===== src/hdl/drs_pkg.sv =====
// Shared types and constants for the disk request scheduler.
package drs_pkg;

    localparam int DRS_QUEUE_DEPTH = 32;

    // Configuration register indexes
    localparam int CFG_INDEX_W = 2;
    localparam logic [CFG_INDEX_W-1:0] CFG_IDLE_LIMIT     = 2'd0;
    localparam logic [CFG_INDEX_W-1:0] CFG_BLOCK_COUNT    = 2'd1;
    localparam logic [CFG_INDEX_W-1:0] CFG_MAX_BLOCK_SIZE = 2'd2;
    localparam int CFG_DATA_W = 16;

    localparam logic [3:0]  IDLE_LIMIT_RST     = 4'd2;
    localparam logic [11:0] BLOCK_COUNT_RST    = 12'd360;
    localparam logic [15:0] MAX_BLOCK_SIZE_RST = 16'd9216;

    // ceil(2^16 / 9): exact quotient for dividends below 4096
    localparam logic [12:0] DIV9_RECIP = 13'd7282;

    localparam logic signed [7:0] OP_READ  = 8'sd1;
    localparam logic signed [7:0] OP_WRITE = 8'sd2;

    typedef enum logic [2:0] {
        KIND_QUEUED     = 3'd0,
        KIND_NOT_QUEUED = 3'd1,
        KIND_IDLE       = 3'd2,
        KIND_SERVED     = 3'd3,
        KIND_REJECTED   = 3'd4
    } kind_t;

    typedef enum logic [1:0] {
        MOTOR_NONE  = 2'd0,
        MOTOR_START = 2'd1,
        MOTOR_STOP  = 2'd2
    } motor_t;

    typedef struct packed {
        logic [7:0]  op;
        logic [15:0] req;
        logic [15:0] blk;
        logic [15:0] bytes;
        logic [31:0] addr;
    } entry_t;

    typedef struct packed {
        logic insert;
        logic remove;
    } cell_ctrl_t;

    typedef struct packed {
        logic [3:0] err;
        logic [8:0] cylinder;
        logic       track;
        logic [3:0] sector;
    } xlate_t;

endpackage


===== src/hdl/drs_cell.sv =====
// One slot of the sorted pending chain.
module drs_cell
    import drs_pkg::*;
(
    input  logic       clk,
    input  cell_ctrl_t ctrl,
    input  entry_t     entry_new,
    input  entry_t     entry_prev,
    input  entry_t     entry_next,
    input  logic       occ_self,
    input  logic       occ_prev,
    input  logic       gt_prev,
    output entry_t     entry,
    output logic       gt
);

    entry_t entry_reg;
    entry_t entry_next_val;

    // Hold a block strictly above the new one: that entry moves one step down.
    assign gt = occ_self && ($signed(entry_reg.blk) > $signed(entry_new.blk));

    always_comb
    begin
        entry_next_val = entry_reg;
        if (ctrl.remove)
        begin
            entry_next_val = entry_next;
        end
        else if (ctrl.insert)
        begin
            if (gt_prev)
            begin
                entry_next_val = entry_prev;
            end
            else if ((gt || !occ_self) && occ_prev)
            begin
                entry_next_val = entry_new;
            end
        end
    end

    always_ff @(posedge clk)
    begin
        entry_reg <= entry_next_val;
    end

    assign entry = entry_reg;

endmodule


===== config.mk =====
export PLATFORM = sky130hd
export DESIGN_NAME = drs_cell
export DESIGN_NICKNAME = d
export VERILOG_FILES = /design/src/hdl/drs_pkg.sv /design/src/hdl/drs_cell.sv
export SDC_FILE = /design/constraint.sdc
export NUM_CORES = 1
export LEC_CHECK = 0
export BUFFER_PORTS_ARGS = -buffer_cell sky130_fd_sc_hd__buf_2
export CORE_AREA = 2 2 140 142
export DETAILED_ROUTE_END_ITERATION = 10
export DIE_AREA = 0 0 142 144
export SLEW_MARGIN = 40
export SYNTH_ARGS = -nofsm -noshare
export SYNTH_HDL_FRONTEND = slang
export SYNTH_SLANG_ARGS = --single-unit

===== constraint.sdc =====
create_clock -name clk -period 6.95 [get_ports clk]
set_input_delay 0 -clock clk [delete_from_list [all_inputs] [get_ports clk]]
set_output_delay 0 -clock clk [all_outputs]
set_load 0.05 [all_outputs]

Yosys cells after proc, flatten, opt, wreduce, memory -nomap -nowiden
Cells that the tools add are included.
Widths: inputs -> output; s select.
{"block": "classes", "order_cmp": 1, "muxes": 4, "reduce_logical": 7}
{"cell": "$mux 88", "n": 4}
{"cell": "$gt 16x16->1", "n": 1}
{"cell": "$reduce_bool 3->1", "n": 1}
{"cell": "$logic_and 1x1->1", "n": 2}
{"cell": "$reduce_and 2->1", "n": 1}
{"cell": "$reduce_bool 2->1", "n": 1}
{"cell": "$logic_not 1->1", "n": 1}
{"cell": "$logic_or 1x1->1", "n": 1}
{"block": "totals", "register_bits": 88, "output_inout_bits": 89}

Longest topological paths before layout
{"block": "logic_depth", "depth_word": 8, "ltp_mapped": 8}

Worst setup path before layout
OpenSTA, ideal clock, no wires.
{"block": "synth_path", "kind": "register -> register", "from": "reg entry_reg (netlist bit entry[63])", "to": "reg entry_reg (netlist bit entry[0]), enable pin", "setup_ns": 0.533, "arrival_ns": 5.711, "required_ns": 6.417, "path_slack_ns": 0.706, "path_stages_with_launch": 8, "path_cell_list": "edfxtp_1 > ha_1 > nand4_2 > or3_4 > a21oi_2 > or4_1 > o221ai_2 > a311oi_2"}
{"block": "synth_between", "elab_chain_len": 6}
{"element": "start: declaration", "line": "drs_cell.sv:17", "rtl": "entry_t entry_reg;"}
{"element": "start signal: assignment", "line": "drs_cell.sv:45", "rtl": "entry_reg <= entry_next_val;"}
{"element": "$gt 16x16->1", "line": "drs_cell.sv:21", "rtl": "assign gt = occ_self && ($signed(entry_reg.blk) > $signed(entry_new.blk));"}
{"element": "$logic_and 1x1->1", "line": "drs_cell.sv:21"}
{"element": "$logic_or 1x1->1", "line": "drs_cell.sv:36", "rtl": "else if ((gt || !occ_self) && occ_prev)"}
{"element": "$logic_and 1x1->1", "line": "drs_cell.sv:36"}
{"element": "$reduce_bool 3->1 (no source line)"}
{"element": "$reduce_and 2->1 (no source line)"}
Every way passes these cells.
A chain may end at the register's enable or synchronous reset.

Worst setup path in the final report
{"block": "layout_path", "from": "reg entry_reg (netlist bit entry[63])", "to": "reg entry_reg (netlist bit entry[22]), enable pin"}
The elaborated chain is that of the path after synthesis.

==> results by group <==
Floorplanning
  – Core Footprint: approximately 0.019 mm^2
  – Die area: 0.0204 mm^2
  – Die span in y: 144 um
  – Top Ports: 359
  – Row count: 51
  – Initial Util: 25.6%
  – Die X: about 140 um

Timing
  – Normalized max-slew margin: just over 50%
  – Tcrit/Tclk final: 42.8%
  – RSZ-0062 raised after global routing: false
  – Final setup fails: 0
  – Fin. Hold Viols: 0
  – Min cycle time layout: around 3 ns
  – Max-slew violations: 0
  – Max Clk Rate: 336 MHz
  – TNS Setup: 0 ns
  – Worst Tran Pin Value: roughly 0.73 ns
  – Skew final: approximately 0.0073 ns

Worst hold path
  – Worst hold path type: in -> reg

CTS
  – Num CTS Buffers: 9
  – Clk root buf: clkbuf_16
  – H-tree depth: 3
  – Post-CTS Setup Bufs: 0
  – CTS clk-pin slew, worst paths: roughly 0.060 ns
  – Clk sink count: 88
  – Latest clock arrival within the worst-skew pair: 0.34 ns
  – CTS max path bufs: 2
  – CTS tree: yes

Global routing
  – Number of global-route vias before repair: 4,865
  – Gr ovfl total: 0
  – Initial antenna violation count: 1
  – First-pass GRT wire length: between 20 and 25 mm
  – All-layer global routing usage: 15.3%
  – Largest net degree at the start of global routing: 96

Worst setup path
  – Critical path endpoint category: register
  – Critical path class: reg -> reg
  – Largest fanout on the critical path: 50
  – Crit path arrival time: ~3 ns
  – CP startpoint kind: register
  – Critical Path RT: 6.93 ns

Placement
  – DPL Wire Length: ~12 mm
  – I/O Buffers: between 300 and 400
  – Gpl congestion: 0.771

Cells and area
  – Post-layout nets: about 1.2k
  – Final core occ: 43.8%
  – Number of flip-flops under the largest register name: 88
  – Synth-to-layout area growth: 71.1%
  – Layout cell share with drive strength beyond 1: roughly 42%

Pwr
  – Power Internal: 1.14 mW
  – Clock share of power: 28.2%
  – PwrDens: 208 mW/mm^2
  – Leak pwr: 4.10 nW
  – Sw Share: 34.1%
  – Net Switching: 0.592 mW
  – Comb pwr share: between 30% and 40%
  – Peak supply drop: 0.000101 V
  – Register share of total power: 39.0%

Synthesis
  – Seq/Total Area, Yosys: 54.1%
  – Netlist cell types: 27
  – Syn_nets: 729
  – Ys Warns: 0
  – Async set-reset flop share out of synthesis: 0%
  – Synthesized area: 0.00488 mm^2
  – EDFF count, synth: 88
  – #FFs+latches synth: 88
  – Post-Syn Instances: between 400 and 500
  – Top_reg_cell synth: edfxtp_1
  – Post-Syn Area per Cell: 11.0 um^2

Job
  – Max cap viols: 0

Detailed routing
  – Drt total wl: about 16 mm
  – Routed Antenna Nets: 0
  – Via count: ~5.0k
  – Drt drc: 0
  – Via density: ~4.4
  – Initial DRT Pass Iterations: 4
  – Initial DRC count: 181
  – Wirelength per Cell: 14.2 um

Run status
  – Outcome: finished, final reports clean
==> through the flow <==
step	power, mW	hold WS (ns)	cells	area [um^2]	setup WS [ns]
5_1_grt	1.82	0.0216	1145	8360	3.81
3_3_place_gp	1.20	0.283	1013	6900	4.02
3_5_place_dp	1.20	0.289	1013	6900	3.96
4_1_cts	1.76	0.000479	1143	8340	3.95
2_1_floorplan	1.03	0.194	443	4880	0.706
6_report	1.73	0.0104	1145	8360	3.97
==> cell usage after synthesis, drive strengths merged, types with 2 or more instances <==
| cell type | count | area, um^2 |
|---|---|---|
| edfxtp | 88 | 2640 |
| mux2i | 88 | 881 |
| nand2 | 88 | 330 |
| o21ai | 88 | 440 |
| clkbuf | 21 | 78.8 |
| inv | 17 | 63.8 |
| ha | 16 | 200 |
| buf | 9 | 42.5 |
| a21oi | 5 | 28.8 |
| nand4 | 4 | 31.3 |
| a21o | 3 | 22.5 |
| nor2 | 3 | 11.3 |
| nor3 | 2 | 10.0 |
==> final cells by class <==
| type | count | area, um^2 |
|---|---|---|
| antenna | 1 | 2.50 |
| clock buffer | 10 | 229 |
| clock inverter | 6 | 68.8 |
| fill | 1831 | 10700 |
| inverter | 17 | 63.8 |
| multi-input combinational | 308 | 2070 |
| sequential | 88 | 2640 |
| tap | 238 | 298 |
| timing repair buffer | 477 | 2990 |
==> final timing paths <==
kind                  startpoint  slack (ns)  cells past startpoint                   to
max reg2reg  entry[63]$_DFFE_PP_        3.97                      8  entry[22]$_DFFE_PP_
max          entry[63]$_DFFE_PP_        3.97                      8  entry[22]$_DFFE_PP_
min reg2reg  entry[63]$_DFFE_PP_        1.47                      4   entry[0]$_DFFE_PP_
min               entry_prev[30]        0.01                      3  entry[30]$_DFFE_PP_
==> cells in the final DEF, fill, tap and decap left out, types with 2 or more instances in the layout <==
master,Yosys,routed
buf_2,7,356
dlygate4sd3_1,0,115
mux2i_1,88,88
nand2_1,88,88
o21ai_1,88,88
edfxtp_1,88,88
inv_1,17,17
ha_1,16,16
clkbuf_16,0,9
a21oi_1,4,4
buf_4,0,4
nand4_1,3,3
a21o_1,3,3
nor2_1,3,3
nor3_1,2,2
clkinv_4,0,2
buf_6,0,2
==> worst max-delay path, cell delays in order, from the launching register on <==
cell and delay [ns]:
edfxtp_1 0.39, ha_1 0.37, nand4_2 0.16, or3_4 0.43
a21oi_2 0.13, or4_1 0.13, o221ai_2 0.11, a311oi_4 0.28
buf_4 0.54
==> power by group through the flow <==
| stage | clock network, mW | registers (mW) | logic, mW |
|---|---|---|---|
| floorplan | 0 | 0.901 | 0.133 |
| global placement | 0 | 0.685 | 0.511 |
| detailed placement | 0 | 0.687 | 0.512 |
| CTS | 0.509 | 0.677 | 0.569 |
| global route | 0.528 | 0.683 | 0.608 |
| finish | 0.489 | 0.677 | 0.569 |
==> logic make-up (layout without fill, tap and decap cells) <==
logic type / count (synthesis) / in the layout / share of synthesized area [%]
AO/OA/AOI/OAI: 102 / 102 / 11.3
flip-flops: 88 / 88 / 54.1
other: 0 / 1 / 0
AND/OR/NAND/NOR: 102 / 102 / 8.61
adder cells (fa/ha/maj): 16 / 16 / 4.10
multiplexers: 88 / 88 / 18.0
buffers and inverters: 47 / 510 / 3.79
==> routing by layer <==
layer / part of all wire (%) / GRT usage (%) / vias up
li1: - / - / 2533
met1: 39 / 16.5 / 2254
met2: 52 / 29.0 / 231
met3: 7.5 / 3.97 / 13
met4: 1.8 / 5.47 / 0
met5: 0 / 0 / -
==> repair_timing <==
item / in CTS / in global routing
gates resized for setup: 0 / 0
endpoints found under the setup margin: 0 / 0
hold endpoints to repair: 86 / 1
hold buffers: 114 / 1
(Power assumes the default switching activity.)
