==> src/hdl/drs_pkg.sv <==
// Shared types and constants for the disk request scheduler.
package drs_pkg;

    localparam int DRS_QUEUE_DEPTH = 32;

    // Configuration register indexes
    localparam int CFG_INDEX_W = 2;
    localparam logic [CFG_INDEX_W-1:0] CFG_IDLE_LIMIT     = 2'd0;
    localparam logic [CFG_INDEX_W-1:0] CFG_BLOCK_COUNT    = 2'd1;
    localparam logic [CFG_INDEX_W-1:0] CFG_MAX_BLOCK_SIZE = 2'd2;
    localparam int CFG_DATA_W = 16;

    localparam logic [3:0]  IDLE_LIMIT_RST     = 4'd2;
    localparam logic [11:0] BLOCK_COUNT_RST    = 12'd360;
    localparam logic [15:0] MAX_BLOCK_SIZE_RST = 16'd9216;

    // ceil(2^16 / 9): exact quotient for dividends below 4096
    localparam logic [12:0] DIV9_RECIP = 13'd7282;

    localparam logic signed [7:0] OP_READ  = 8'sd1;
    localparam logic signed [7:0] OP_WRITE = 8'sd2;

    typedef enum logic [2:0] {
        KIND_QUEUED     = 3'd0,
        KIND_NOT_QUEUED = 3'd1,
        KIND_IDLE       = 3'd2,
        KIND_SERVED     = 3'd3,
        KIND_REJECTED   = 3'd4
    } kind_t;

    typedef enum logic [1:0] {
        MOTOR_NONE  = 2'd0,
        MOTOR_START = 2'd1,
        MOTOR_STOP  = 2'd2
    } motor_t;

    typedef struct packed {
        logic [7:0]  op;
        logic [15:0] req;
        logic [15:0] blk;
        logic [15:0] bytes;
        logic [31:0] addr;
    } entry_t;

    typedef struct packed {
        logic insert;
        logic remove;
    } cell_ctrl_t;

    typedef struct packed {
        logic [3:0] err;
        logic [8:0] cylinder;
        logic       track;
        logic [3:0] sector;
    } xlate_t;

endpackage

==> src/hdl/drs_xlate.sv <==
// Request validation and block to cylinder/track/sector translation.
module drs_xlate
    import drs_pkg::*;
(
    input  entry_t      head,
    input  logic [11:0] block_count,
    input  logic [15:0] max_block_size,
    output xlate_t      res
);

    logic [11:0] b;
    logic [24:0] prod;
    logic [8:0]  q;
    logic [11:0] q9;
    logic [11:0] rem;
    logic [3:0]  r;
    logic [4:0]  r2;
    logic [4:0]  r2m;
    logic [3:0]  err;

    always_comb
    begin
        err[0] = ($signed(head.op) != OP_READ) && ($signed(head.op) != OP_WRITE);
        err[1] = head.req[15] || (head.req == 16'd0);
        err[2] = head.blk[15] || (head.blk == 16'd0) || (head.blk > {4'd0, block_count});
        err[3] = head.bytes[15] || (head.bytes > max_block_size);
    end

    // Divide by nine through the reciprocal; valid blocks keep b below 4096.
    assign b    = head.blk[11:0] - 12'd1;
    assign prod = {13'd0, b} * {12'd0, DIV9_RECIP};
    assign q    = prod[24:16];
    assign q9   = {q, 3'b000} + {3'b000, q};
    assign rem  = b - q9;
    assign r    = rem[3:0];
    assign r2   = {r, 1'b0};
    assign r2m  = r2 - 5'd9;

    always_comb
    begin
        res.err      = err;
        res.cylinder = '0;
        res.track    = 1'b0;
        res.sector   = '0;
        if (err == 4'd0)
        begin
            res.cylinder = q;
            res.track    = (r >= 4'd5);
            res.sector   = (r2 < 5'd9) ? r2[3:0] : r2m[3:0];
        end
    end

endmodule

==> config.mk <==
export PLATFORM = sky130hd
export DESIGN_NAME = drs_xlate
export DESIGN_NICKNAME = d
export VERILOG_FILES = /design/src/hdl/drs_pkg.sv /design/src/hdl/drs_xlate.sv
export SDC_FILE = /design/constraint.sdc
export NUM_CORES = 1
export LEC_CHECK = 0
export ABC_AREA = 1
export BUFFER_PORTS_ARGS = -buffer_cell sky130_fd_sc_hd__buf_2
export CAP_MARGIN = 20
export CORE_UTILIZATION = 40
export DETAILED_ROUTE_END_ITERATION = 16
export PLACE_DENSITY = 0.66
export SETUP_SLACK_MARGIN = 0.1
export SLEW_MARGIN = 0
export SYNTH_ARGS = -nofsm -noshare
export SYNTH_HDL_FRONTEND = slang
export SYNTH_SLANG_ARGS = --single-unit
==> constraint.sdc <==
create_clock -name vclk -period 6.82
set_input_delay 0.682 -clock vclk [all_inputs]
set_output_delay 0.682 -clock vclk [all_outputs]
set_load 0.01 [all_outputs]
-- Word level (Yosys, flattened, before mapping)
Index checks and enable logic that the tools add are counted.
- reductions and logical operators: 8
- muxes and demuxes: 2
- multiply operators: 1
- eq/ne operators: 2
- magnitude comparators: 4
- $add $sub $neg: 4
- operators by type and width (kind ; number):
    $logic_not 16->1 ; 2
    $mul 12x12->24 const B ; 1
    $gt 16x12->1 ; 1
    $gt 16x16->1 ; 1
    $mux 14 ; 1
    $sub 12x1->12 const B ; 1
    $ne 8x2->1 const B ; 1
    $ne 8x3->1 const B ; 1
    $lt 5x4->1 const B ; 1
    $add 4x4->4 ; 1
    $ge 4x3->1 const B ; 1
    $logic_not 4->1 ; 1
    $logic_or 1x1->1 ; 4
    $mux 4 ; 1
    $sub 4x4->4 ; 1
    $sub 4x4->4 const B ; 1
    $logic_and 1x1->1 ; 1
- output and inout port bits: 18
- register bits after elaboration: 0
- word-level logic and storage cells: 21
- input bits: 116

-- Depth between registers and ports, before layout
Gate-level depths: netlist of run 1.
- depth in word-level cells: 7
- gate-level depth with buffers: 43
- depth with buffers taken out: 43

-- Worst setup path after synthesis of run 1
Ideal clock, no wire load.
- path type: input to output
- start: input head[49] (netlist bit)
- end: output res[2] (netlist bit)
- buffers on the path: 0
- data arrival time: 6.544 ns
- stages: 39
- setup slack: -0.406 ns
- path through: inv_1 > ha_1 > nand2_2 > nand2_2 > nor2_1 > nand3_1 > xor2_1 > inv_1 > fa_1 > inv_1 > ha_1 > inv_1 > fa_1 > inv_1 > fa_1 > ha_1 > ha_1 > nand2_2 > (+3 left out) > a21oi_2 > nand2_4 > a21oi_1 > xor2_1 > ha_1 > nand2_1 > nand3_1 > nand2_1 > nand2_1 > nand2_1 > nand2_1 > inv_1 > nand3_2 > nand3_2 > nand3_4 > nand2_1 > nand2_1 > nor2_1
- RTL lines (element ; line ; RTL):
    start: declaration ; drs_xlate.sv:5 ; input entry_t head,
    end: declaration ; drs_xlate.sv:8 ; output xlate_t res

==> impl_metrics.csv, run 1 <==
group,metric,value,unit
route,drt_iter0_drc,70,
die,dieArea,9860,um^2
setup_path,crit_start,"head[49]",
route,num_vias,4054,
timing,setup_viol,5,
route,totalWireLength,10100,um
global_route,overflow,0,
cells_and_area,n_fill_cell,845,
timing,fmax,0.136,GHz
synth,syn-num-nets,785,
global_route,antenna_found_initial,0,
cells_and_area,layout.nets,993,
flow_run,drv_cap,0,
synth,synth_cells,535,
worst_hold_path,hp-start,"head[79]",
timing,min_period,7.35,ns
route,vias_per_cell,4.76,
die,start_util,0.412,
timing,timing.final.crit_share,1.08,
setup_path,end_kind,"output port",
die,die_x,99.3,um
timing,finalMaxSlewViolations,0,
die,rows,35,
cells_and_area,clock_buffers,0,
synth,avgSynthCellArea,7.08,um^2
timing,rsz0062_at_grt,"yes",
worst_hold_path,hp-class,"primary input to output port",
setup_path,critPathKind,"primary input to output port",
timing,worst_slew_pin_slew,0.354,ns
cells_and_area,area_growth,51.2,%
route,drc,0,
route,wl_per_cell,11.9,um
die,coreArea,9200,um^2
placement,gp_congestion,0.830,
setup_path,critPathMaxStageDelay,0.58,ns
cells_and_area,final_common_cell,"inv_1",
placement,portBuffers,102,
clock_tree,ctsHoldBuffers,0,
setup_path,start_kind,"primary input",
route,antenna_left,0,
status,status,"complete, but fails checks",
placement,placed_area,5250,um^2
route,first_pass_iters,4,
cells_and_area,n_antenna_cell,0,
synth,syn-cell-area,3790,um^2
die,boundaryPins,134,
die,die_h,99.3,um
setup_path,slowest_stage,"fa_1",
cells_and_area,drive_above_1_share,0.421,
setup_path,required,6.14,ns
timing,fin_ws,-0.529,ns
placement,dp_cells,832,
synth,synth_seq_area_share,0,
timing,final.setup.tns,-2.44,ns
status,failed_checks,"negative setup slack",
global_route,grt_pass1_wl,16700,um
cells_and_area,final_cell_mix,"inv_1, buf_2, buf_4, ha_1, nand2_1",
cells_and_area,regArea,0,um^2
global_route,grt_pass1_vias,4068,
global_route,grt_max_degree,10,
setup_path,cp_max_fo,5,
cells_and_area,instances_no_fill,852,
timing,hold_viol_final,0,
timing,slew_headroom,0.762,
placement,place_hpwl,8880,um
synth,yosysUniqueCellTypes,30,
cells_and_area,final_design_area_no_fill,5730,um^2
setup_path,critical_path_arrival,6.67,ns
synth,ys_warn_count,0,
global_route,grt_use_total,0.205,
cells_and_area,nFlopsAndLatches,0,
[cells by family after synthesis]
family                   count (synthesis)  share of synthesized area
AO/OA/AOI/OAI                           62                     0.0909
AND/OR/NAND/NOR                        189                      0.239
XOR/XNOR                                20                     0.0463
adder cells (fa/ha/maj)                134                      0.494
buffers and inverters                  130                      0.130
[critical path, delay by kind of cell]
family | cells | cell delay (ns)
fa+ha+maj | 8 | 2.96
simple gates | 14 | 1.17
buf+inv | 12 | 1.12
xor+xnor | 3 | 0.66
compound gates | 1 | 0.06
[through the flow]
step                       util  hold WS (ns)  setup WS, ns
after floorplan               -          1.48       -0.0773
after global placement    0.571          1.66        -0.488
after detailed placement  0.571          1.68        -0.683
after CTS                 0.596          1.68        -0.432
after global routing      0.623          1.71        -0.783
final                     0.623          1.68        -0.529
[metal layers]
metal,wire length [um],vias to the layer above,track usage
li1,-,2125,-
met5,0,-,0
met2,5380,88,0.418
met4,215,0,0.0407
met1,4220,1825,0.232
met3,287,16,0.0119
[Yosys cell counts]
cell / number / area [um^2]
nand3_2: 5 / 50.1
xnor2_1: 9 / 78.8
buf_4: 1 / 7.51
nor2_4: 2 / 22.5
xor2_1: 11 / 96.3
o21ai_0: 14 / 70.1
nand3b_1: 1 / 7.51
inv_2: 1 / 3.75
fa_1: 26 / 521
nand3_1: 21 / 105
o21bai_1: 2 / 15.0
o21a_1: 1 / 7.51
nor4_1: 7 / 43.8
and2_1: 1 / 6.26
nand3_4: 1 / 17.5
a21oi_2: 1 / 8.76
nand4_1: 6 / 37.5
nand2_1: 78 / 293
inv_1: 127 / 477
a211oi_1: 1 / 7.51
a21o_1: 7 / 52.6
clkbuf_1: 1 / 3.75
nor2_1: 44 / 165
o31ai_1: 1 / 7.51
nand2_4: 4 / 45.0
nor2_2: 1 / 6.26
ha_1: 108 / 1350
nand2_2: 12 / 75.1
a21oi_1: 35 / 175
nor3_1: 6 / 30.0
[area by class of cell]
type,instances,area (um^2),area share
Timing Repair Buffer,208,1340,0.233
Tap cell,111,139,0.0243
Inverter,128,487,0.0850
Multi-Input combinational cell,405,3760,0.658
[final timing paths]
path       to  depth (start not counted)  slack (ns)
max    res[2]                         38       -0.53
min   res[15]                          4        1.68
[what timing repair did]
action	CTS	global route
buffers inserted	12	8
pin swaps	38	44
endpoints found under the setup margin	5	8
gates resized for setup	30	41
cloned	0	0
Power of run 1 is not shown: default switching activity piles up to over one toggle a cycle in this logic, so the estimate is an artifact.
==> run 2: changes to the inputs <==
REMOVE_ABC_BUFFERS = 1   (was not set)
==> run 2 against run 1 <==
  * Die area did not move
  * Hold slack got worse by 0.0039 ns
  * Global-route usage rose by 0.50 points
  * Non-clock buffer count fell by 8
  * Fmax rose by 2.3%
  * Via count rose by 0.99%
  * Critical path depth rose by 3
  * Cell count fell by 0.94%
  * The flow still finishes with violations (negative setup slack)
==> impl_metrics.csv, run 2 (synthesized netlist as in run 1, its figures left out) <==
group,metric,value,unit
status,status,"complete, but fails checks",
status,failed_checks,"negative setup slack",
die,rows,35,
route,wl_per_cell,12.4,um
cells_and_area,final_cell_mix,"inv_1, buf_2, buf_4, ha_1, nand2_1",
global_route,overflow,0,
die,boundaryPins,134,
setup_path,slowest_stage,"fa_1",
route,drt_iter0_drc,98,
cells_and_area,multi_input_area,3820,um^2
cells_and_area,regArea,0,um^2
die,coreArea,9200,um^2
setup_path,crit_start,"head[49]",
timing,finalMaxSlewViolations,0,
die,start_util,0.412,
route,first_pass_iters,4,
global_route,antenna_found_initial,0,
route,num_vias,4094,
setup_path,critPathKind,"primary input to output port",
route,drc,0,
setup_path,required,6.14,ns
timing,fmax,0.139,GHz
cells_and_area,n_antenna_cell,0,
worst_hold_path,hp-class,"primary input to output port",
timing,rsz0062_at_grt,"yes",
setup_path,cp_max_fo,5,
setup_path,end_kind,"output port",
cells_and_area,layout.nets,985,
timing,timing.final.crit_share,1.05,
timing,fin_ws,-0.367,ns
timing,min_period,7.19,ns
placement,gp_congestion,0.876,
die,dieArea,9860,um^2
global_route,grt_pass1_vias,3998,
route,vias_per_cell,4.85,
cells_and_area,area_growth,51.4,%
clock_tree,ctsHoldBuffers,0,
route,totalWireLength,10500,um
timing,whs,1.67,ns
global_route,grt_use_total,0.210,
die,die_h,99.3,um
cells_and_area,nFlopsAndLatches,0,
timing,worst_slew_pin_slew,0.348,ns
placement,portBuffers,102,
setup_path,critical_path_arrival,6.50,ns
route,antenna_left,0,
setup_path,crit_end,"res[2]",
flow_run,drv_cap,0,
cells_and_area,final_common_cell,"inv_1",
timing,hold_viol_final,0,
timing,setup_viol,5,
setup_path,critPathMaxStageDelay,0.55,ns
cells_and_area,drive_above_1_share,0.398,
placement,place_hpwl,8820,um
die,die_x,99.3,um
timing,final.setup.tns,-1.58,ns
cells_and_area,n_fill_cell,804,
setup_path,start_kind,"primary input",
global_route,grt_max_degree,10,
cells_and_area,clock_buffers,0,
timing,slew_headroom,0.767,
global_route,grt_pass1_wl,17200,um
==> run 2: cell types whose count changed in the layout (fill, tap and decap cells not counted), sizes merged <==
cell | before | now
clkinvlp | 1 | 0
buf | 208 | 200
inv | 127 | 128
==> run 2: layout make-up <==
class,instances,share of cell area
Inverter,128,0.0864
Multi-Input combinational cell,405,0.666
Tap cell,111,0.0242
Timing Repair Buffer,200,0.223
==> run 2: per-stage QoR <==
step / instances / setup slack [ns] / cell area, um^2 / util
floorplan: 533 / -0.406 / 3780 / -
global placement: 835 / -0.714 / 5090 / 0.554
detailed placement: 835 / -0.863 / 5090 / 0.554
CTS: 842 / -0.291 / 5570 / 0.606
global route: 844 / -0.665 / 5730 / 0.623
finish: 844 / -0.367 / 5730 / 0.623
==> run 2: worst min-delay path by stage <==
| stage | to | slack, ns | cells past startpoint | startpoint |
|---|---|---|---|---|
| floorplan | res[15] | 1.48 | 2 | head[79] |
| global placement | res[15] | 1.67 | 4 | head[79] |
| detailed placement | res[15] | 1.68 | 4 | head[79] |
| CTS | res[16] | 1.68 | 4 | head[63] |
| global route | res[15] | 1.70 | 4 | head[79] |
| finish | res[15] | 1.67 | 4 | head[79] |
==> run 2: routing by layer <==
layer  global-route usage  vias to the layer above  wire, um
met3               0.0232                       22       342
li1                     -                     2102         -
met2                0.405                       86      5570
met5                    0                        -         0
met1                0.247                     1884      4240
met4               0.0498                        0       298
==> run 2: timing repair <==
item	CTS	global route
setup buffers	7	2
hold endpoints to repair	0	0
gates resized for setup	81	24
setup endpoints to repair	7	7
gates cloned	0	0
pin swaps	54	17
==> run 2: critical path: cells and delay by family <==
family,cells,cell delay [ns]
adders and majority gates,8,2.98
buffers and inverters,9,0.72
and+or+nand+nor,21,1.62
AOI/OAI and AO/OA,1,0.18
xor gates and xnor gates,2,0.33
Power of run 2 is left out for the same reason.
